### src/hw/rtl/cau_pkg.sv
// ============================================================================
// Complex arithmetic unit package
// Shared widths, operation and status codes, stage payload types and the
// saturation helper used by the pipeline modules.
// ============================================================================
package cau_pkg;

  localparam int DATA_WIDTH = 16;
  localparam int FRAC_BITS  = 8;

  // Derived widths.
  localparam int PROD_W   = 2 * DATA_WIDTH;            // one operand product
  localparam int SUM_W    = PROD_W + 1;                // sum of two products
  localparam int SAT_IN_W = PROD_W + 2;                // widest value to saturate
  localparam int QBITS    = DATA_WIDTH + 1;            // quotient bits per divide
  localparam int NUM_W    = PROD_W + FRAC_BITS + 1;    // scaled dividend plus half
  localparam int REM_W    = PROD_W + QBITS;            // partial remainder
  localparam int DIV_LAT  = QBITS + 1;                 // divider stages
  localparam int SQRT_LAT = DATA_WIDTH + 2;            // square root stages

  localparam logic signed [SAT_IN_W-1:0] VAL_MAX =
    SAT_IN_W'((64'd1 << (DATA_WIDTH - 1)) - 64'd1);
  localparam logic signed [SAT_IN_W-1:0] VAL_MIN = -VAL_MAX - SAT_IN_W'(1);
  localparam logic signed [SAT_IN_W-1:0] HALF_LSB =
    (FRAC_BITS > 0) ? SAT_IN_W'(64'd1 << ((FRAC_BITS > 0) ? FRAC_BITS - 1 : 0)) : '0;

  // Operation codes carried in the input kind field.
  typedef enum logic [2:0] {
    OP_ADD  = 3'd0,
    OP_SUB  = 3'd1,
    OP_MUL  = 3'd2,
    OP_DIV  = 3'd3,
    OP_CONJ = 3'd4,
    OP_MOD  = 3'd5
  } func_t;

  // Result status codes.
  localparam logic [1:0] ST_OK  = 2'd0;
  localparam logic [1:0] ST_SAT = 2'd1;
  localparam logic [1:0] ST_DZ  = 2'd2;

  // Saturated value with its clip flag.
  typedef struct packed {
    logic signed [DATA_WIDTH-1:0] val;
    logic                         clip;
  } sat_t;

  // Front end results that travel down the long pipeline beside the divider.
  typedef struct packed {
    logic [2:0]                   op;
    logic signed [DATA_WIDTH-1:0] re;
    logic signed [DATA_WIDTH-1:0] im;
    logic                         clip;
    logic                         dz;
  } simple_t;

  // Everything the front end hands to the back end.
  typedef struct packed {
    simple_t                 simple;
    logic signed [SUM_W-1:0] num_re;
    logic signed [SUM_W-1:0] num_im;
    logic [PROD_W-1:0]       den;
  } front_out_t;

  // Clip a wide signed value to the data range.
  function automatic sat_t sat(input logic signed [SAT_IN_W-1:0] x);
    sat_t s;
    if (x > VAL_MAX) begin
      s.val  = VAL_MAX[DATA_WIDTH-1:0];
      s.clip = 1'b1;
    end else if (x < VAL_MIN) begin
      s.val  = VAL_MIN[DATA_WIDTH-1:0];
      s.clip = 1'b1;
    end else begin
      s.val  = x[DATA_WIDTH-1:0];
      s.clip = 1'b0;
    end
    return s;
  endfunction

endpackage

### src/hw/rtl/cau_div.sv
// ============================================================================
// Pipelined rounding divider
// Forms round(num * 2^FRAC_BITS / den), ties away from zero, one quotient bit
// per stage, with an overflow flag for quotients beyond the checked range.
// ============================================================================
module cau_div (
  input  logic                             clk,
  input  logic                             en,
  input  logic signed [cau_pkg::SUM_W-1:0] num,
  input  logic [cau_pkg::PROD_W-1:0]       den,
  output logic [cau_pkg::QBITS-1:0]        q,
  output logic                             neg,
  output logic                             ovf
);

  localparam int QB = cau_pkg::QBITS;

  logic [cau_pkg::REM_W-1:0]  rem   [0:QB];
  logic [QB-1:0]              qs    [0:QB];
  logic [cau_pkg::PROD_W-1:0] den_s [0:QB];
  logic                       neg_s [0:QB];
  logic                       ovf_s [0:QB];

  logic [cau_pkg::PROD_W-1:0] mag;
  logic [cau_pkg::NUM_W-1:0]  n_sc;

  // Magnitude, scaling and the half-divisor rounding term.
  always_comb begin
    mag  = num[cau_pkg::SUM_W-1] ? cau_pkg::PROD_W'(-num) : cau_pkg::PROD_W'(num);
    n_sc = (cau_pkg::NUM_W'(mag) << cau_pkg::FRAC_BITS) + cau_pkg::NUM_W'(den >> 1);
  end

  // Preparation stage.
  always_ff @(posedge clk) begin
    if (en) begin
      rem[0]   <= cau_pkg::REM_W'(n_sc);
      qs[0]    <= '0;
      den_s[0] <= den;
      neg_s[0] <= num[cau_pkg::SUM_W-1];
      ovf_s[0] <= cau_pkg::REM_W'(n_sc) >= (cau_pkg::REM_W'(den) << QB);
    end
  end

  // Restoring division, most significant quotient bit first.
  for (genvar i = 0; i < QB; i++) begin : g_stage
    logic [cau_pkg::REM_W-1:0] dsh;
    logic                      take;
    assign dsh  = cau_pkg::REM_W'(den_s[i]) << (QB - 1 - i);
    assign take = rem[i] >= dsh;
    always_ff @(posedge clk) begin
      if (en) begin
        rem[i+1]   <= take ? rem[i] - dsh : rem[i];
        qs[i+1]    <= qs[i] | (QB'(take) << (QB - 1 - i));
        den_s[i+1] <= den_s[i];
        neg_s[i+1] <= neg_s[i];
        ovf_s[i+1] <= ovf_s[i];
      end
    end
  end

  assign q   = qs[QB];
  assign neg = neg_s[QB];
  assign ovf = ovf_s[QB];

endmodule

### config.mk
export PLATFORM = sky130hd
export DESIGN_NAME = cau_div
export DESIGN_NICKNAME = d
export VERILOG_FILES = /design/src/hw/rtl/cau_pkg.sv /design/src/hw/rtl/cau_div.sv
export SDC_FILE = /design/constraint.sdc
export NUM_CORES = 2
export LEC_CHECK = 0
export ABC_CLOCK_PERIOD_IN_PS = 5950
export BUFFER_PORTS_ARGS = -buffer_cell sky130_fd_sc_hd__buf_2
export CORE_MARGIN = 4
export CORE_UTILIZATION = 63
export CTS_CLUSTER_DIAMETER = 100
export DETAILED_ROUTE_END_ITERATION = 10
export GPL_TIMING_DRIVEN = 1
export PLACE_DENSITY = 0.79
export SLEW_MARGIN = 20
export SYNTH_ARGS = -nofsm -noshare
export SYNTH_HDL_FRONTEND = slang
export SYNTH_SLANG_ARGS = --single-unit
### constraint.sdc
create_clock -name clk -period 5.95 [get_ports clk]
set_input_delay 0 -clock clk [delete_from_list [all_inputs] [get_ports clk]]
set_output_delay 0 -clock clk [all_outputs]
set_load 0.05 [all_outputs]
==> qor.yml <==
grt:
  grt-busiest-layer: "met2"
  grtUsageMet3: 0.0406
  grt.overflow.total: 0
  grt_pass1_wl_um: 323000
  track_usage: 0.299
  grtUsageMet2: 0.577
  gr-usage-met1: 0.290
  grt_start_max_net_pins: 193
  grt_pass1_vias: 60900
  grt_antenna_before_repair: 2
cells_and_area:
  final_cell_area_mm2: 0.0923
  drive_above_1_share: 0.0600
  final_core_util: 0.701
  nets: 8690
  syn_to_final_growth_pct: 10.3
  finalNonFillerCells: 9904
power_and_ir_drop:
  combPwrFrac: 0.398
  powerDensity_mw_per_mm2: 461
  pwr-share-clk: 0.228
  p_int_w: 0.0270
  peakVddDrop_v: 0.000367
  pwr-share-seq: 0.374
  p_leak_nw: 36.8
  p_sw_frac: 0.366
  finalPower_w: 0.0426
  netSwitchingPower_w: 0.0156
sta:
  hold_viol: 0
  period_minus_slack_ns: 5.33
  clock_skew_ns: 0.0490
  setup_viol_count_final: 0
  maxSlewHeadroom: 0.206
  rsz0062_at_grt: "no"
  slew_viol_final: 0
  fin_crit_sh: 0.897
  fmax_mhz: 187
  setup_tns_ns: 0
  tightest_slew_ns: 1.19
clock_tree:
  cts_made_buffers: 155
  cts-root-buf: "clkbuf_16"
  tritoncts: "done"
  cts_resized: 0
  path_clk_slew_ns: 0.06
  clk_latency_ns: 0.82
  clockBufferDepth: 3
  clock_sinks: 1450
  htreeDepth: 4
drt:
  drt_pre_antenna_iters: 7
  ant_nets: 0
  post_drt_wl_per_cell_um: 21.1
  drt_wl_total_um: 209000
  drt_iter0_drc: 4293
  vias: 60300
  routed_via_density: 6.08
  drc: 0
critical_path:
  critPathRequiredTime_ns: 6.47
  rr_startpoint: "den_s[5][0]$_DFFE_PP_"
  critPathCaptureType: "flop"
  worstPathMaxFanout: 6
  startpoint_type: "primary input"
  crit_start: "num[6]"
  crit_arrival_ns: 5.86
  worstSetupPathType: "in -> reg"
yosys:
  async_reset_ff_frac: 0
  ys_types: 89
  synth-edff-count: 1450
  synthFlopType: "edfxtp_1"
  netlist_area_mm2: 0.0837
  avgSynthCellArea_um2: 10.7
  synth-seq-cells: 1450
  yosysSeqAreaShare: 0.520
  synthCells: 7841
  syn_nets: 8510
  yosysWarnings: 0
placement:
  portBuffers: 85
  placed_cell_area_mm2: 0.0862
  routabilityCongestion: 0.950
  dp_cells: 9520
  place_hpwl_um: 159000
floorplan:
  die_y_um: 373
  die_area_mm2: 0.139
  die_x_um: 373
  pin_count: 86
  rows: 133
  core_mm2: 0.132
  start_util: 0.635
outcome:
  status: "completed"
worst_hold_path:
  hold_path_class: "in -> reg"
  hp-start: "num[5]"
run:
  maxCapViolations: 0
-- final timing paths --
check                                            end  slack, ns  cells after the start
worst min register to register  qs[15][14]$_DFFE_PP_       0.41                      0
worst max register to register  rem[6][48]$_DFFE_PP_       0.97                     13
worst max-delay path              ovf_s[0]$_DFFE_PP_       0.62                     28
worst min-delay path            rem[0][13]$_DFFE_PP_       0.05                      5
-- kinds of logic (layout without fill, tap and decap cells) --
family	count (synthesis)	count (layout)	share of synthesized area
DFF	1450	1450	0.520
other	0	3	0
buffers and inverters	918	1223	0.0415
muxes	61	61	0.00808
adders and majority gates	602	602	0.0915
AOI/OAI and AO/OA	2137	2137	0.156
xor gates and xnor gates	607	607	0.0635
and+or+nand+nor	2066	2066	0.120
-- through the flow --
stage / hold WS (ns) / setup slack, ns
finish: 0.0542 / 0.615
CTS: 0.00229 / 0.702
floorplan: 0.0989 / 1.06
global route: 0.0229 / 0.214
global placement: 0.194 / 0.306
detailed placement: 0.194 / 0.414
-- power by group through the flow --
stage	registers [W]	logic, W	clock network (W)
6_report	0.0159	0.0170	0.00971
5_1_grt	0.0161	0.0187	0.0103
4_1_cts	0.0159	0.0168	0.00983
3_5_place_dp	0.0161	0.0166	0
3_3_place_gp	0.0160	0.0162	0
2_1_floorplan	0.0155	0.0125	0
-- synthesized netlist by cell type, types with 29 or more instances --
cell      count  area share
edfxtp_1   1450        0.52
inv_1       698       0.031
nand2_1     685       0.031
a21oi_1     645       0.039
o21ai_0     620       0.037
ha_1        585       0.087
nor2_1      452       0.020
xnor2_1     325       0.034
a21o_1      292       0.026
xor2_1      282       0.029
clkbuf_1    190      0.0085
nand4_1     128      0.0096
nand3_1     122      0.0073
nor3_1      115      0.0069
nor2b_1     111      0.0083
nand2b_1    105      0.0078
nor4_1       83      0.0062
o21a_1       83      0.0074
o21bai_1     73      0.0065
a31oi_1      71      0.0053
o31ai_1      67      0.0060
and3_1       57      0.0043
mux2_2       52      0.0070
a211oi_1     44      0.0039
or3_1        43      0.0032
o211ai_1     38      0.0034
or2_2        29      0.0022
or4_1        29      0.0026
-- state kept, by name (all words and copies together), names as in the netlist --
signal / count
rem: 725
den_s: 536
qs: 153
neg_s: 18
ovf_s: 18
-- metal layers --
layer,part of all wire,up-vias
li1,-,29100
met1,0.35,28800
met5,0,-
met2,0.54,1720
met3,0.036,627
met4,0.080,0
-- what timing repair did --
action	CTS	global route
hold buffers	99	0
endpoints found under the hold margin	197	0
endpoints found under the setup margin	0	0
setup buffers	0	0
-- cell type report --
| type | count | area [um2] |
|---|---|---|
| Clock inverter | 100 | 1200 |
| Clock buffer | 182 | 3980 |
| Tap cell | 1755 | 2200 |
| Sequential cell | 1450 | 43500 |
| Inverter | 703 | 2640 |
| Timing Repair Buffer | 238 | 1960 |
| Fill cell | 9435 | 39500 |
| Antenna cell | 3 | 7.51 |
| Multi-Input combinational cell | 5473 | 36800 |
-- placed cells by master, fill, tap and decap left out, drive strengths merged, types with 19 or more instances in the layout --
cell type / Yosys / routed
nand3: 122 / 122
nand2: 685 / 685
and2: 23 / 23
and4: 19 / 19
nand4: 128 / 128
a21boi: 21 / 21
nor2b: 111 / 111
a21oi: 645 / 645
xnor2: 325 / 325
a211oi: 47 / 47
o31ai: 68 / 68
and3: 57 / 57
or4: 30 / 30
xor2: 282 / 282
dlygate4sd3: 0 / 99
buf: 25 / 139
o21a: 83 / 83
or2: 31 / 31
nor3: 115 / 115
o21ai: 636 / 636
o21bai: 73 / 73
o211ai: 38 / 38
nand2b: 106 / 106
edfxtp: 1450 / 1450
inv: 702 / 707
nor4: 87 / 87
clkbuf: 190 / 182
ha: 585 / 585
mux2: 53 / 53
a21o: 292 / 292
or3: 43 / 43
nor2: 452 / 452
a31oi: 71 / 71
clkinv: 1 / 73
-- critical path, stage by stage --
cell and delay (ns):
dlygate4sd3_1 0.53, buf_2 0.13, or4_1 0.60, nor4_2 0.22
nand2_1 0.14, o41ai_1 0.33, xnor2_1 0.18, ha_1 0.33
a21o_1 0.21, a21o_1 0.17, a21o_1 0.20, a211oi_1 0.25
o21ai_0 0.18, a221oi_1 0.38, nor3_1 0.17, and3_1 0.21
xnor2_1 0.19, ha_1 0.27, a21oi_1 0.14, nor2b_1 0.06
o21ai_0 0.14, nand2b_1 0.07, a21oi_1 0.18, nor2b_1 0.06
o21ai_0 0.14, nand2b_1 0.07, a21oi_1 0.16, o211ai_1 0.10
Note: power is estimated with default switching activity, not from simulation.
