`src/hw/rtl/cau_pkg.sv`:
```
// ============================================================================
// Complex arithmetic unit package
// Shared widths, operation and status codes, stage payload types and the
// saturation helper used by the pipeline modules.
// ============================================================================
package cau_pkg;

  localparam int DATA_WIDTH = 16;
  localparam int FRAC_BITS  = 8;

  // Derived widths.
  localparam int PROD_W   = 2 * DATA_WIDTH;            // one operand product
  localparam int SUM_W    = PROD_W + 1;                // sum of two products
  localparam int SAT_IN_W = PROD_W + 2;                // widest value to saturate
  localparam int QBITS    = DATA_WIDTH + 1;            // quotient bits per divide
  localparam int NUM_W    = PROD_W + FRAC_BITS + 1;    // scaled dividend plus half
  localparam int REM_W    = PROD_W + QBITS;            // partial remainder
  localparam int DIV_LAT  = QBITS + 1;                 // divider stages
  localparam int SQRT_LAT = DATA_WIDTH + 2;            // square root stages

  localparam logic signed [SAT_IN_W-1:0] VAL_MAX =
    SAT_IN_W'((64'd1 << (DATA_WIDTH - 1)) - 64'd1);
  localparam logic signed [SAT_IN_W-1:0] VAL_MIN = -VAL_MAX - SAT_IN_W'(1);
  localparam logic signed [SAT_IN_W-1:0] HALF_LSB =
    (FRAC_BITS > 0) ? SAT_IN_W'(64'd1 << ((FRAC_BITS > 0) ? FRAC_BITS - 1 : 0)) : '0;

  // Operation codes carried in the input kind field.
  typedef enum logic [2:0] {
    OP_ADD  = 3'd0,
    OP_SUB  = 3'd1,
    OP_MUL  = 3'd2,
    OP_DIV  = 3'd3,
    OP_CONJ = 3'd4,
    OP_MOD  = 3'd5
  } func_t;

  // Result status codes.
  localparam logic [1:0] ST_OK  = 2'd0;
  localparam logic [1:0] ST_SAT = 2'd1;
  localparam logic [1:0] ST_DZ  = 2'd2;

  // Saturated value with its clip flag.
  typedef struct packed {
    logic signed [DATA_WIDTH-1:0] val;
    logic                         clip;
  } sat_t;

  // Front end results that travel down the long pipeline beside the divider.
  typedef struct packed {
    logic [2:0]                   op;
    logic signed [DATA_WIDTH-1:0] re;
    logic signed [DATA_WIDTH-1:0] im;
    logic                         clip;
    logic                         dz;
  } simple_t;

  // Everything the front end hands to the back end.
  typedef struct packed {
    simple_t                 simple;
    logic signed [SUM_W-1:0] num_re;
    logic signed [SUM_W-1:0] num_im;
    logic [PROD_W-1:0]       den;
  } front_out_t;

  // Clip a wide signed value to the data range.
  function automatic sat_t sat(input logic signed [SAT_IN_W-1:0] x);
    sat_t s;
    if (x > VAL_MAX) begin
      s.val  = VAL_MAX[DATA_WIDTH-1:0];
      s.clip = 1'b1;
    end else if (x < VAL_MIN) begin
      s.val  = VAL_MIN[DATA_WIDTH-1:0];
      s.clip = 1'b1;
    end else begin
      s.val  = x[DATA_WIDTH-1:0];
      s.clip = 1'b0;
    end
    return s;
  endfunction

endpackage

```
`src/hw/rtl/cau_front.sv`:
```
// ============================================================================
// Complex arithmetic front end
// Two stages: the operand products, then the sums, rounding and saturation
// for add, subtract, multiply and conjugate, and the divide and modulus terms.
// ============================================================================
module cau_front (
  input  logic                                 clk,
  input  logic                                 en,
  input  logic [2:0]                           op,
  input  logic signed [cau_pkg::DATA_WIDTH-1:0] ar,
  input  logic signed [cau_pkg::DATA_WIDTH-1:0] ai,
  input  logic signed [cau_pkg::DATA_WIDTH-1:0] br,
  input  logic signed [cau_pkg::DATA_WIDTH-1:0] bi,
  output cau_pkg::front_out_t                  fout
);

  logic [2:0]                           op1;
  logic signed [cau_pkg::DATA_WIDTH-1:0] ar1, ai1, br1, bi1;
  logic signed [cau_pkg::PROD_W-1:0]     p_rr, p_ii, p_ir, p_ri;
  logic [cau_pkg::PROD_W-1:0]            sq0, sq1;
  logic signed [cau_pkg::DATA_WIDTH-1:0] x0, x1;

  // Modulus squares the first operand; divide squares the second.
  assign x0 = (op == cau_pkg::OP_MOD) ? ar : br;
  assign x1 = (op == cau_pkg::OP_MOD) ? ai : bi;

  // Product stage.
  always_ff @(posedge clk) begin
    if (en) begin
      op1  <= op;
      ar1  <= ar;
      ai1  <= ai;
      br1  <= br;
      bi1  <= bi;
      p_rr <= ar * br;
      p_ii <= ai * bi;
      p_ir <= ai * br;
      p_ri <= ar * bi;
      sq0  <= cau_pkg::PROD_W'(x0 * x0);
      sq1  <= cau_pkg::PROD_W'(x1 * x1);
    end
  end

  cau_pkg::sat_t                        s_re, s_im;
  cau_pkg::front_out_t                  fnext;
  logic signed [cau_pkg::SAT_IN_W-1:0]  m_re, m_im;
  logic [cau_pkg::PROD_W-1:0]           den;

  // Sum stage: simple results and the divide and modulus terms.
  always_comb begin
    m_re = (cau_pkg::SAT_IN_W'(p_rr) - cau_pkg::SAT_IN_W'(p_ii) + cau_pkg::HALF_LSB)
           >>> cau_pkg::FRAC_BITS;
    m_im = (cau_pkg::SAT_IN_W'(p_ir) + cau_pkg::SAT_IN_W'(p_ri) + cau_pkg::HALF_LSB)
           >>> cau_pkg::FRAC_BITS;
    den  = sq0 + sq1;
    s_re = '0;
    s_im = '0;
    case (op1)
      cau_pkg::OP_ADD: begin
        s_re = cau_pkg::sat(cau_pkg::SAT_IN_W'(ar1) + cau_pkg::SAT_IN_W'(br1));
        s_im = cau_pkg::sat(cau_pkg::SAT_IN_W'(ai1) + cau_pkg::SAT_IN_W'(bi1));
      end
      cau_pkg::OP_SUB: begin
        s_re = cau_pkg::sat(cau_pkg::SAT_IN_W'(ar1) - cau_pkg::SAT_IN_W'(br1));
        s_im = cau_pkg::sat(cau_pkg::SAT_IN_W'(ai1) - cau_pkg::SAT_IN_W'(bi1));
      end
      cau_pkg::OP_MUL: begin
        s_re = cau_pkg::sat(m_re);
        s_im = cau_pkg::sat(m_im);
      end
      cau_pkg::OP_CONJ: begin
        s_re = cau_pkg::sat(cau_pkg::SAT_IN_W'(ar1));
        s_im = cau_pkg::sat(-cau_pkg::SAT_IN_W'(ai1));
      end
      default: begin
        s_re = '0;
        s_im = '0;
      end
    endcase
    fnext.simple.op   = op1;
    fnext.simple.re   = s_re.val;
    fnext.simple.im   = s_im.val;
    fnext.simple.clip = s_re.clip | s_im.clip;
    fnext.simple.dz   = (den == '0);
    fnext.num_re      = cau_pkg::SUM_W'(p_rr) + cau_pkg::SUM_W'(p_ii);
    fnext.num_im      = cau_pkg::SUM_W'(p_ir) - cau_pkg::SUM_W'(p_ri);
    fnext.den         = den;
  end

  always_ff @(posedge clk) begin
    if (en) begin
      fout <= fnext;
    end
  end

endmodule

```
`config.mk`:
```
export PLATFORM = sky130hd
export DESIGN_NAME = cau_front
export DESIGN_NICKNAME = d
export VERILOG_FILES = /design/src/hw/rtl/cau_pkg.sv /design/src/hw/rtl/cau_front.sv
export SDC_FILE = /design/constraint.sdc
export NUM_CORES = 2
export LEC_CHECK = 0
export BUFFER_PORTS_ARGS = -buffer_cell sky130_fd_sc_hd__buf_2
export CAP_MARGIN = 10
export CELL_PAD_IN_SITES_DETAIL_PLACEMENT = 2
export CELL_PAD_IN_SITES_GLOBAL_PLACEMENT = 2
export CORE_MARGIN = 2
export CORE_UTILIZATION = 43
export DETAILED_ROUTE_END_ITERATION = 12
export GPL_ROUTABILITY_DRIVEN = 0
export PLACE_DENSITY_LB_ADDON = 0.1
export RECOVER_POWER = 100
export SYNTH_ARGS = -nofsm -noshare
export SYNTH_HDL_FRONTEND = slang
export SYNTH_SLANG_ARGS = --single-unit
export TNS_END_PERCENT = 50
```
`constraint.sdc`:
```
create_clock -name clk -period 12 [get_ports clk]
set_input_delay 2.4 -clock clk [delete_from_list [all_inputs] [get_ports clk]]
set_output_delay 2.4 -clock clk [all_outputs]
set_load 0.02 [all_outputs]
```
==> metrics.txt <==
status=complete, but fails checks; failing checks=capacitance limit, slew limit; final wirelength=277000 um; register area share after synthesis=14.6%; setup ws final=1280 ps; initial antenna violation count=15; Post-synth EDFFs=392; vias in the first global route=70800; Synth Net Count=10800; global-route wire length before repair=434000 um; FFs w/ async S/R, synth=0%; unrepaired setup endpoints after global routing=false; wire per inst=25.1 um; Ys Warns=0; largest net degree at the start of global routing=146; TritonCTS clock tree=built; CP Max Fanout=25; Slowest Stage Delay on Critical Path=1470 ps; die area=190000 sq um; Hold Path Class=flop to flop; CTS resizes=0; Clock Latency Late Sink=700 ps; GRT Residual Overflow=0; endpoints failing setup=0; Die W=436 um; top cells by area, synth=fa_1 38%, edfxtp_1 15%, ha_1 12%; number of I/O pins=204; Die Height=436 um; dpl cells=10900; final period utilization=89.3%; crit-path cells=clkbuf_1 -> mux2_1 -> inv_1 -> nor2_1 -> fa_1 -> fa_1 -> inv_1 -> fa_1 -> inv_1 -> fa_1 -> fa_1 -> inv_1 -> fa_1 -> inv_1 -> ha_1 -> nand3_1 -> o21ai_0 -> a211oi_1 -> o31ai_1 -> a21oi_1 -> o21ai_0 -> a21o_1 -> a21oi_1 -> xnor2_1; DRC=0; Core Box Area=186000 sq um; Critical Path End Type=flop; clock-pin slew on the worst setup and hold paths=70 ps; Synth area leader=fa_1; clock sink count=392; number of port buffers=203; slew of the pin with the lowest slew margin=5560 ps; cts bufs inserted=50; top_reg_cell synth=edfxtp_1; fin util=46.1%; register bit total from synthesis=392; clk root buf=clkbuf_16; via count=59500; R2R Setup Slk=4780 ps; postcts setup bufs=0; Nets=10900; Hold-fix buffers, CTS=0; layout cells sized above 1=2.56%; dpl ws=1490 ps; Max-cap violations=46; Via density=5.39; CP Data Required Time=12430 ps; Mapped Avg Cell Area=9.56 sq um; DRT antenna net count=0; detailed placer's ending HPWL=231000 um; Initial Util=43.3%; crit path kind=primary input to flop; slowest CP cell=clkbuf_1; Max Root-Sink Buffers=3; delay-heaviest family, CP=adder cells; TNS Setup=0 ps; Yosys cell types=89; cell count after synthesis=8409; crit path buf inv count=6; Non-Filler Instances=11000; Synth top area share=37.9%; Iteration-0 DRC Markers=3308; htree depth=2; Clock Skew=43.9 ps; most used cell, CP=fa_1; Slew headroom=-270%; fmax=93.3 MHz; Mapped Area=80400 sq um; First-pass DRT Iterations=5; GRT Util Overall=30.0%; row count=158; Area Growth Syn to Fin=6.46%; crit path time final=10720 ps; CP arrival=11150 ps; crit start category=primary input; final slew viol count=1236; final hold violation count=0
## cell usage after synthesis, types with 7 or more instances
cell type  number
a211oi_1       35
a21oi_1       283
xnor2_1       292
or2_2          10
and2_1        478
mux2i_1        24
o21a_1         38
and3_1         28
inv_1        2018
nor4_1         16
nor2_1        403
nor3_1         71
nand3_1        50
nand2_1       777
a211o_1        19
o21ai_0       164
o21ai_1        16
edfxtp_1      392
nor2b_1        52
a221oi_1       16
o22ai_1         7
o21bai_1       64
a21o_1        100
clkbuf_1      255
ha_1          789
xor2_1         89
nand4_1        26
or3_1          26
o41ai_1         8
nor3b_1         8
o31a_1         10
fa_1         1523
o211ai_1       20
or4_1          10
o31ai_1        19
a31oi_1        29
mux2_2         17
clkinv_1       12
nand2b_1       84
## routing by layer
layer	global-route usage (%)	vias to the layer above	share of wire, %
met1	38.6	32000	41
li1	-	26000	-
met4	8.76	0	3.3
met2	53.6	1197	51
met3	2.60	321	4.2
met5	0	-	0
## kinds of logic (layout without fill, tap and decap cells)
group	count (synthesis)	count (layout)	synth area share, %
fa+ha+maj	2312	2312	50.2
buf+inv	2292	2437	10.7
simple gates	2069	2069	12.4
compound gates	922	922	7.40
flops	392	392	14.6
xor+xnor	381	381	4.15
mux	41	41	0.537
other cells	0	6	0
## through the flow
stage / hold slack, ps / area [sq um]
finish: 612 / 85600
global route: 651 / 85600
CTS: 633 / 86000
detailed placement: 614 / 84400
global placement: 608 / 84400
floorplan: 424 / 80400
## registers in the layout, summed over array words and instances (netlist names), 31 cells and up
name,count
fout,135
p_ii,32
p_ir,32
p_ri,32
p_rr,32
sq0,31
sq1,31
## worst paths after layout
path / startpoint / end / depth (start not counted)
worst max register to register: p_ii[7] / fout[99] / 16
worst min-delay path: sq0[2] / fout[2] / 1
worst min register to register: sq0[2] / fout[2] / 1
worst max-delay path: bi[6] / sq1[30] / 24
## final cells by class
type                            instances  area [sq um]
Clock inverter                         34           248
Antenna cell                            6          15.0
Timing Repair Buffer                  313          1530
Tap cell                             2480          3100
Fill cell                           20000        100000
Clock buffer                           59          1310
Inverter                             2031          7620
Multi-Input combinational cell       5725         60000
Sequential cell                       392         11800
## cell usage in the layout, fill, tap and decap left out, types with 20 or more instances in the layout
master | Yosys | layout
nand2_1 | 777 | 777
a21o_1 | 100 | 100
nor3_1 | 71 | 72
nor2b_1 | 52 | 52
xor2_1 | 89 | 89
o21ai_0 | 164 | 169
o21a_1 | 38 | 38
fa_1 | 1523 | 1523
a31oi_1 | 29 | 30
buf_4 | 0 | 77
nand4_1 | 26 | 26
a21oi_1 | 283 | 286
and2_1 | 478 | 451
clkbuf_1 | 255 | 216
and2_0 | 1 | 28
clkbuf_16 | 0 | 51
nand2b_1 | 84 | 84
nor2_1 | 403 | 403
mux2i_1 | 24 | 23
clkinv_1 | 12 | 25
o21bai_1 | 64 | 64
inv_1 | 2018 | 2018
and3_1 | 28 | 28
ha_1 | 789 | 789
nand3_1 | 50 | 50
o211ai_1 | 20 | 20
edfxtp_1 | 392 | 392
buf_2 | 3 | 25
xnor2_1 | 292 | 292
a211oi_1 | 35 | 36
or3_1 | 26 | 26
Power is left out: the tool's default activity adds up to more than one toggle a clock period on the data nets, which glitch-free logic cannot reach.
