File: config.mk
export PLATFORM = sky130hd
export DESIGN_NAME = cau_sqrt
export DESIGN_NICKNAME = d
export VERILOG_FILES = /design/src/hw/rtl/cau_pkg.sv /design/src/hw/rtl/cau_sqrt.sv
export SDC_FILE = /design/constraint.sdc
export NUM_CORES = 1
export LEC_CHECK = 0
export BUFFER_PORTS_ARGS = -buffer_cell sky130_fd_sc_hd__buf_2
export CAP_MARGIN = 30
export CELL_PAD_IN_SITES_DETAIL_PLACEMENT = 1
export CELL_PAD_IN_SITES_GLOBAL_PLACEMENT = 1
export CORE_MARGIN = 2
export CORE_UTILIZATION = 37
export CTS_CLUSTER_SIZE = 8
export DETAILED_ROUTE_END_ITERATION = 10
export HOLD_SLACK_MARGIN = 0.02
export PLACE_DENSITY_LB_ADDON = 0.1
export SYNTH_ARGS = -nofsm -noshare
export SYNTH_HDL_FRONTEND = slang
export SYNTH_SLANG_ARGS = --single-unit
File: constraint.sdc
create_clock -name clk -period 3.9 [get_ports clk]
set_input_delay 0 -clock clk [delete_from_list [all_inputs] [get_ports clk]]
set_output_delay 0 -clock clk [all_outputs]
set_load 0.005 [all_outputs]
File: src/hw/rtl/cau_pkg.sv
// ============================================================================
// Complex arithmetic unit package
// Shared widths, operation and status codes, stage payload types and the
// saturation helper used by the pipeline modules.
// ============================================================================
package cau_pkg;

  localparam int DATA_WIDTH = 16;
  localparam int FRAC_BITS  = 8;

  // Derived widths.
  localparam int PROD_W   = 2 * DATA_WIDTH;            // one operand product
  localparam int SUM_W    = PROD_W + 1;                // sum of two products
  localparam int SAT_IN_W = PROD_W + 2;                // widest value to saturate
  localparam int QBITS    = DATA_WIDTH + 1;            // quotient bits per divide
  localparam int NUM_W    = PROD_W + FRAC_BITS + 1;    // scaled dividend plus half
  localparam int REM_W    = PROD_W + QBITS;            // partial remainder
  localparam int DIV_LAT  = QBITS + 1;                 // divider stages
  localparam int SQRT_LAT = DATA_WIDTH + 2;            // square root stages

  localparam logic signed [SAT_IN_W-1:0] VAL_MAX =
    SAT_IN_W'((64'd1 << (DATA_WIDTH - 1)) - 64'd1);
  localparam logic signed [SAT_IN_W-1:0] VAL_MIN = -VAL_MAX - SAT_IN_W'(1);
  localparam logic signed [SAT_IN_W-1:0] HALF_LSB =
    (FRAC_BITS > 0) ? SAT_IN_W'(64'd1 << ((FRAC_BITS > 0) ? FRAC_BITS - 1 : 0)) : '0;

  // Operation codes carried in the input kind field.
  typedef enum logic [2:0] {
    OP_ADD  = 3'd0,
    OP_SUB  = 3'd1,
    OP_MUL  = 3'd2,
    OP_DIV  = 3'd3,
    OP_CONJ = 3'd4,
    OP_MOD  = 3'd5
  } func_t;

  // Result status codes.
  localparam logic [1:0] ST_OK  = 2'd0;
  localparam logic [1:0] ST_SAT = 2'd1;
  localparam logic [1:0] ST_DZ  = 2'd2;

  // Saturated value with its clip flag.
  typedef struct packed {
    logic signed [DATA_WIDTH-1:0] val;
    logic                         clip;
  } sat_t;

  // Front end results that travel down the long pipeline beside the divider.
  typedef struct packed {
    logic [2:0]                   op;
    logic signed [DATA_WIDTH-1:0] re;
    logic signed [DATA_WIDTH-1:0] im;
    logic                         clip;
    logic                         dz;
  } simple_t;

  // Everything the front end hands to the back end.
  typedef struct packed {
    simple_t                 simple;
    logic signed [SUM_W-1:0] num_re;
    logic signed [SUM_W-1:0] num_im;
    logic [PROD_W-1:0]       den;
  } front_out_t;

  // Clip a wide signed value to the data range.
  function automatic sat_t sat(input logic signed [SAT_IN_W-1:0] x);
    sat_t s;
    if (x > VAL_MAX) begin
      s.val  = VAL_MAX[DATA_WIDTH-1:0];
      s.clip = 1'b1;
    end else if (x < VAL_MIN) begin
      s.val  = VAL_MIN[DATA_WIDTH-1:0];
      s.clip = 1'b1;
    end else begin
      s.val  = x[DATA_WIDTH-1:0];
      s.clip = 1'b0;
    end
    return s;
  endfunction

endpackage

File: src/hw/rtl/cau_sqrt.sv
// ============================================================================
// Pipelined rounding square root
// Digit-by-digit integer square root, one result bit per stage, followed by
// a round-to-nearest stage.
// ============================================================================
module cau_sqrt (
  input  logic                             clk,
  input  logic                             en,
  input  logic [cau_pkg::PROD_W-1:0]       x,
  output logic [cau_pkg::DATA_WIDTH-1:0]   root
);

  localparam int NS = cau_pkg::DATA_WIDTH;
  localparam int RW = cau_pkg::PROD_W + 1;

  logic [RW-1:0] rem [0:NS];
  logic [RW-1:0] r   [0:NS];

  // Load stage.
  always_ff @(posedge clk) begin
    if (en) begin
      rem[0] <= RW'(x);
      r[0]   <= '0;
    end
  end

  // One root bit per stage; the trial bit walks down by powers of four.
  for (genvar j = 0; j < NS; j++) begin : g_stage
    logic [RW-1:0] bitv;
    logic [RW-1:0] trial;
    logic          take;
    assign bitv  = RW'(1) << (cau_pkg::PROD_W - 2 - 2 * j);
    assign trial = r[j] + bitv;
    assign take  = rem[j] >= trial;
    always_ff @(posedge clk) begin
      if (en) begin
        rem[j+1] <= take ? rem[j] - trial : rem[j];
        r[j+1]   <= take ? (r[j] >> 1) + bitv : r[j] >> 1;
      end
    end
  end

  // Round up when the remainder exceeds the root.
  always_ff @(posedge clk) begin
    if (en) begin
      root <= cau_pkg::DATA_WIDTH'(r[NS] + RW'(rem[NS] > r[NS]));
    end
  end

endmodule

==> results.md, run 1 <==
- Run status: finished clean
- Final cycle utilization of the critical path: 91.4%
- Power Total: 20.9 mW
- Clock Skew: 0.0419 ns
- Core region area: 90000 um^2
- All-layer global routing usage: 17.3%
- I/O pin total: 50
- Number of cell rows: 110
- Dpl ws: 0.381 ns
- Filler-free cell count of the finished design: 4004
- Wire length of the first global-routing pass: 126000 um
- Vias/cell: 5.17
- Number of clock sinks: 712
- Total wire length: 80000 um
- Maximum clock insertion buffer count: 3
- DRC violations left: 0
- DIE WIDTH: 306 um
- Antenna violation net count after detailed routing: 0
- Leakage power summed over all cells: 14.6 nW
- Startpoint type of the worst setup path: flop
- Count of warnings emitted by yosys: 0
- Launch instance of the worst register-to-register path: rem[0][436]$_DFFE_PP_
- Type of the worst min-delay path: flop to flop
- Clock Latency Late Sink: 0.67 ns
- Syn avg cell area: 12.9 um^2
- Number of cells after detailed placement: 3829
- Post-synth ARST share: 0%
- Buffer type at the clock tree root: sky130_fd_sc_hd__clkbuf_16
- Peak clock frequency supported by timing: 0.281 GHz
- Number of storage elements in the synthesis netlist: 712
- Worst setup path startpoint: rem[0][436]$_DFFE_PP_
- Count of flip-flops with a built-in enable after synthesis: 712
- Number of optimization iterations in the first detailed-route pass: 5
- Max Used Layer: met4
- Netlist area before placement: 33600 um^2
- Post-layout minimum cycle time: 3.56 ns
- Worst slew margin relative to its limit: 36.7%
- Die outline height: 306 um
- Clock transition time at the flip-flop clock pins of the worst setup and hold paths: 0.05 ns
- Type of destination of the critical path: flop
- Die area: 93400 um^2
- Most used cells in the layout excluding fill and tap cells: 712 x sky130_fd_sc_hd__edfxtp_1, 209 x sky130_fd_sc_hd__inv_1, 170 x sky130_fd_sc_hd__ha_1
- Final Util: 43.3%
- Largest net degree at the start of global routing: 103
- Vias in the first global route: 22205
- Crit Path Class: flop to flop
- Cell count after synthesis: 2601
- Aggregate negative setup slack: 0 ns
- Worst Path Max Fanout: 13
- Endpoint of the worst register-to-register path: rem[0][492]$_DFFE_PP_
- Vias after detailed routing: 20714
- PortBufs: 49
- Sum of net half-perimeters after detailed placement: 58600 um
- Fraction of final layout cells with drive strength greater than 1: 8.52%
- Primary flip-flop cell chosen by synthesis mapping: sky130_fd_sc_hd__edfxtp_1
- Fin. Hold Viols: 0
- Sequential area share after synthesis: 63.5%
- Worst-Margin Slew: 0.949 ns
- Most common cell after layout, fill and taps aside: sky130_fd_sc_hd__edfxtp_1
- Final-report max-slew violation count: 0
- Critical Path Sink: rem[0][492]$_DFFE_PP_
- Effective utilization at floorplan: 37.4%
- Grt total ovfl: 0
- Data required time at the worst endpoint: 4.25 ns
- Setup repair after global routing missed its margin: false
- Post-detailed-route wirelength per cell: 20.0 um
- Clock tree from TritonCTS: built
- Critical path cell sequence: ha_1 > o211ai_1 > a211oi_1 > o31ai_1 > o21ai_0 > a41oi_2 > or2_2 > a2111oi_0 > xor2_1
- Worst setup slack for register-to-register paths: 0.34 ns
- MaxCap Viol Count: 0
- Worst hold path stage count: 0
- Clock H-tree levels: 3
- Detailed route wirelength on metal3: 2170 um
- Final WS setup: 0.336 ns
- Nets: 3023
- Antenna violations before repair: 1
- Critical path arrival: 3.92 ns
- Cell type of the slowest stage on the worst timing path: sky130_fd_sc_hd__a2111oi_0
- Largest stage delay on the critical path: 0.53 ns
- Worst vdd rail ir drop: 0.347 mV
- Number of antenna diodes: 0
- Final setup viols: 0
- DRC marker count from the first detailed-route iteration: 1124
- Number of unique standard cell types used by synthesis: 72
- Power per unit of standard cell area: 536 nW/um^2
- Total routed wire length on the met1 layer: 35200 um
- Final-layout fill cell count: 9301
- Area Overhead vs Synth: 15.8%
- Number of cells on the worst reg-to-reg path: 9
- Global placement routability congestion: 0.825
- DR WL met2: 40300 um
- Clock buffers created by TritonCTS: 99
- Synth Net Count: 2805
- Post-CTS resize count: 0
## synth_stat cells (25+ instances only)
cell | count | area share, %
sky130_fd_sc_hd__nand4_1 | 41 | 0.76
sky130_fd_sc_hd__or3_1 | 31 | 0.58
sky130_fd_sc_hd__a21o_1 | 31 | 0.69
sky130_fd_sc_hd__xor2_1 | 122 | 3.2
sky130_fd_sc_hd__nor2b_1 | 25 | 0.46
sky130_fd_sc_hd__nand2_1 | 159 | 1.8
sky130_fd_sc_hd__xnor2_1 | 131 | 3.4
sky130_fd_sc_hd__a21oi_1 | 111 | 1.7
sky130_fd_sc_hd__ha_1 | 170 | 6.3
sky130_fd_sc_hd__inv_1 | 209 | 2.3
sky130_fd_sc_hd__nor4_1 | 80 | 1.5
sky130_fd_sc_hd__clkbuf_1 | 31 | 0.35
sky130_fd_sc_hd__nor3_1 | 85 | 1.3
sky130_fd_sc_hd__nand3_1 | 43 | 0.64
sky130_fd_sc_hd__nand2b_1 | 41 | 0.76
sky130_fd_sc_hd__o21a_1 | 41 | 0.91
sky130_fd_sc_hd__o21ai_0 | 145 | 2.2
sky130_fd_sc_hd__edfxtp_1 | 712 | 64
sky130_fd_sc_hd__nor2_1 | 146 | 1.6
## per-stage QoR
stage | hold slack, ns | cell area (um^2)
floorplan | 0.0989 | 33600
global placement | 0.177 | 35600
detailed placement | 0.179 | 35600
CTS | 0.429 | 39000
global route | 0.453 | 39000
finish | 0.436 | 39000
## cell families (layout without fill, tap and decap cells)
kind of cell,after synthesis,in the layout,synth area share [%]
adders and majority gates,170,170,6.32
DFF,712,712,63.5
AOI/OAI and AO/OA,442,442,8.20
buffers and inverters,247,474,2.79
xor gates and xnor gates,253,253,6.59
and+or+nand+nor,751,751,11.7
muxes,26,26,0.866
## where the power goes
group | switching, mW | internal, mW | leakage [nW] | total, mW
combinational | 1.73 | 1.30 | 6.44 | 3.03
clock | 3.16 | 4.48 | 1.29 | 7.64
sequential | 0.669 | 9.54 | 6.83 | 10.2
## cell type report
| cell class | instances | area [um^2] | share of cell area (%) |
|---|---|---|---|
| Clock buffer | 100 | 2480 | 6.37 |
| Clock inverter | 10 | 180 | 0.463 |
| Inverter | 210 | 788 | 2.02 |
| Multi-Input combinational cell | 1642 | 11400 | 29.2 |
| Sequential cell | 712 | 21400 | 54.9 |
| Tap cell | 1176 | 1470 | 3.78 |
| Timing Repair Buffer | 154 | 1290 | 3.32 |
## worst max-delay path: cells and delay by family (launching register included)
family | cells | cell delay [ns]
fa+ha+maj | 1 | 0.40
compound gates | 6 | 1.92
simple gates | 1 | 0.42
flops | 1 | 0.38
xor+xnor | 1 | 0.12
## how the worst min path moves through the flow
stage,from,endpoint
2_1_floorplan,x[0],rem[0][0]$_DFFE_PP_
3_3_place_gp,x[14],rem[0][14]$_DFFE_PP_
3_5_place_dp,x[17],rem[0][17]$_DFFE_PP_
4_1_cts,r[0][436]$_DFFE_PP_,r[0][468]$_DFFE_PP_
5_1_grt,r[0][436]$_DFFE_PP_,r[0][468]$_DFFE_PP_
6_report,r[0][436]$_DFFE_PP_,r[0][468]$_DFFE_PP_
## metal layers
metal	up-vias	global-route usage [%]
met5	-	0
met4	0	5.67
met3	129	2.79
met2	252	30.4
met1	10243	21.6
li1	10090	-
## registers in the layout, summed over array words and instances, names as in the netlist
name	flops
r	136
root	16
rem	560
## what timing repair did
item	in CTS	in global routing
buffers inserted	0	0
hold buffers	65	0
hold endpoints to repair	114	0
Note: power is estimated with default switching activity, not from simulation.
==> inputs of run 2 (changes only) <==
==> constraint.sdc (replaced) <==
create_clock -name clk -period 3.9 [get_ports clk]
set_input_delay 0.78 -clock clk [delete_from_list [all_inputs] [get_ports clk]]
set_output_delay 0.78 -clock clk [all_outputs]
set_load 0.005 [all_outputs]
==> run 2 against run 1 <==
Sequential share of layout area is 0.85 points higher; clock power is 1% higher; sequential power hardly changed; critical endpoint unchanged; highest routed layer unchanged.
==> results.md, run 2 (synthesis results as in run 1) <==
- Run status: finished clean
- Core region area: 90000 um^2 (unchanged)
- Clock H-tree levels: 3 (unchanged)
- Grt total ovfl: 0 (unchanged)
- Worst-Margin Slew: 0.844 ns (-0.105 ns)
- Worst slew margin relative to its limit: 42.9% (+6.2 points)
- DRC marker count from the first detailed-route iteration: 1115 (-0.80%)
- Most common cell after layout, fill and taps aside: sky130_fd_sc_hd__edfxtp_1
- Endpoint of the worst register-to-register path: rem[0][492]$_DFFE_PP_
- Critical path arrival: 4.00 ns (+0.08 ns)
- Most used cells in the layout excluding fill and tap cells: 712 x sky130_fd_sc_hd__edfxtp_1, 209 x sky130_fd_sc_hd__inv_1, 170 x sky130_fd_sc_hd__ha_1
- Area Overhead vs Synth: 14.0%
- Leakage power summed over all cells: 14.3 nW (-1.7%)
- Type of the worst min-delay path: primary input to flop
- Effective utilization at floorplan: 37.4% (unchanged)
- Crit Path Class: flop to flop
- Fin. Hold Viols: 0 (unchanged)
- Post-layout minimum cycle time: 3.62 ns (+0.0533 ns)
- PortBufs: 49 (unchanged)
- Antenna violation net count after detailed routing: 0 (unchanged)
- Die area: 93400 um^2 (unchanged)
- MaxCap Viol Count: 0 (unchanged)
- Clock tree from TritonCTS: built
- Final-report max-slew violation count: 0 (unchanged)
- Largest register by flop count: rem
- I/O pin total: 50 (unchanged)
- Setup repair after global routing missed its margin: false
- DRC violations left: 0 (unchanged)
- Sum of net half-perimeters after detailed placement: 58500 um (-0.25%)
- Clock transition time at the flip-flop clock pins of the worst setup and hold paths: 0.05 ns (about the same)
- Launch instance of the worst register-to-register path: rem[0][436]$_DFFE_PP_
- Peak clock frequency supported by timing: 0.276 GHz (-1.5%)
- Vias/cell: 5.21 (+0.77%)
- Post-CTS repair timing setup buffer count: 0 (unchanged)
- Startpoint type of the worst setup path: flop
- Filler-free cell count of the finished design: 3942 (-1.5%)
- Clock Skew: 0.0457 ns (+0.00385 ns)
- Number of flip-flops in the largest register: 560 (unchanged)
- Data required time at the worst endpoint: 4.29 ns (+0.04 ns)
- Total wire length: 78500 um (-1.9%)
- Vias in the first global route: 22172 (-0.15%)
- Buffer type at the clock tree root: sky130_fd_sc_hd__clkbuf_16
- Clock buffers created by TritonCTS: 100 (+1.0%)
- Post-CTS resize count: 0 (unchanged)
- Number of hold-repair buffers added at the cts stage: 0 (-100%)
- Vias after detailed routing: 20551 (-0.79%)
- Number of antenna diodes: 0 (unchanged)
- Number of optimization iterations in the first detailed-route pass: 5 (unchanged)
- Power per unit of standard cell area: 545 nW/um^2 (+1.8%)
- Worst Path Max Fanout: 13 (unchanged)
- Wire length of the first global-routing pass: 125000 um (-0.88%)
- Global placement routability congestion: 0.830 (+0.61%)
- Worst vdd rail ir drop: 0.432 mV (+25%)
- Number of cells on the worst reg-to-reg path: 9 (unchanged)
- Post-detailed-route wirelength per cell: 19.9 um (-0.31%)
- Final Util: 42.6% (-0.66 points)
- Number of clock sinks: 712 (unchanged)
- Worst setup slack for register-to-register paths: 0.28 ns (-0.05 ns)
- Number of cells after detailed placement: 3827 (-0.052%)
- Largest net degree at the start of global routing: 90 (-13%)
- Final cycle utilization of the critical path: 92.8% (+1.4 points)
- Worst setup path startpoint: rem[0][436]$_DFFE_PP_
- Critical Path Sink: rem[0][492]$_DFFE_PP_
- Aggregate negative setup slack: 0 ns (unchanged)
- All-layer global routing usage: 17.0% (-0.25 points)
- Registers with the most flip-flops: rem x560, r x136, root x16
- Clock Latency Late Sink: 0.67 ns (about the same)
- Number of cell rows: 110 (unchanged)
- Fraction of final layout cells with drive strength greater than 1: 8.68% (+0.15 points)
- Antenna violations before repair: 1 (unchanged)
- Maximum clock insertion buffer count: 3 (unchanged)
- Die outline height: 306 um (unchanged)
- Final setup viols: 0 (unchanged)
- DIE WIDTH: 306 um (unchanged)
- Nets: 2957 (-2.2%)
- Type of destination of the critical path: flop
run 2: how the worst min path moves through the flow:
| stage | from | to | cells past startpoint |
|---|---|---|---|
| CTS | x[29] | rem[0][29]$_DFFE_PP_ | 1 |
| detailed placement | r[0][251]$_DFFE_PP_ | r[0][283]$_DFFE_PP_ | 0 |
| global placement | rem[0][369]$_DFFE_PP_ | rem[0][402]$_DFFE_PP_ | 0 |
| finish | x[20] | rem[0][20]$_DFFE_PP_ | 1 |
| global route | x[1] | rem[0][1]$_DFFE_PP_ | 1 |
| floorplan | rem[0][364]$_DFFE_PP_ | rem[0][397]$_DFFE_PP_ | 0 |
run 2: stage by stage:
step           hold WS (ns)  setup WS, ns  area [um^2]  total power [mW]
4_1_cts               0.216         0.305        38400              21.3
3_3_place_gp          0.431         0.480        35600              13.3
2_1_floorplan         0.417         0.821        33600              12.2
6_report              0.275         0.282        38400              20.9
3_5_place_dp          0.434         0.307        35600              13.4
5_1_grt               0.231        0.0392        38400              21.9
run 2: cell type report:
class / instances / area (um^2)
Fill cell: 9325 / 51700
Sequential cell: 712 / 21400
Multi-Input combinational cell: 1642 / 11400
Clock buffer: 104 / 2540
Tap cell: 1176 / 1470
Inverter: 210 / 788
Timing Repair Buffer: 87 / 641
Clock inverter: 11 / 181
run 2: metal layers:
layer	vias up	routed length, um	track usage (%)
li1	9953	-	-
met1	10170	34500	21.3
met2	292	39100	29.6
met3	136	2430	2.88
met4	0	2450	6.03
met5	-	0	0
run 2: worst max-delay path: stages, from the launching register on:
cell and delay [ns]:
sky130_fd_sc_hd__edfxtp_1 0.38, sky130_fd_sc_hd__ha_1 0.41, sky130_fd_sc_hd__o211ai_1 0.18, sky130_fd_sc_hd__a211oi_1 0.45, sky130_fd_sc_hd__o31ai_1 0.23, sky130_fd_sc_hd__o21ai_0 0.48, sky130_fd_sc_hd__a41oi_2 0.19, sky130_fd_sc_hd__or2_2 0.43
sky130_fd_sc_hd__a2111oi_0 0.47, sky130_fd_sc_hd__xor2_1 0.13
run 2: report_power, final:
part	switching (mW)	internal [mW]	leakage (nW)
sequential	0.665	9.54	6.83
combinational	1.72	1.26	6.17
clock	3.16	4.57	1.32
total	5.55	15.4	14.3
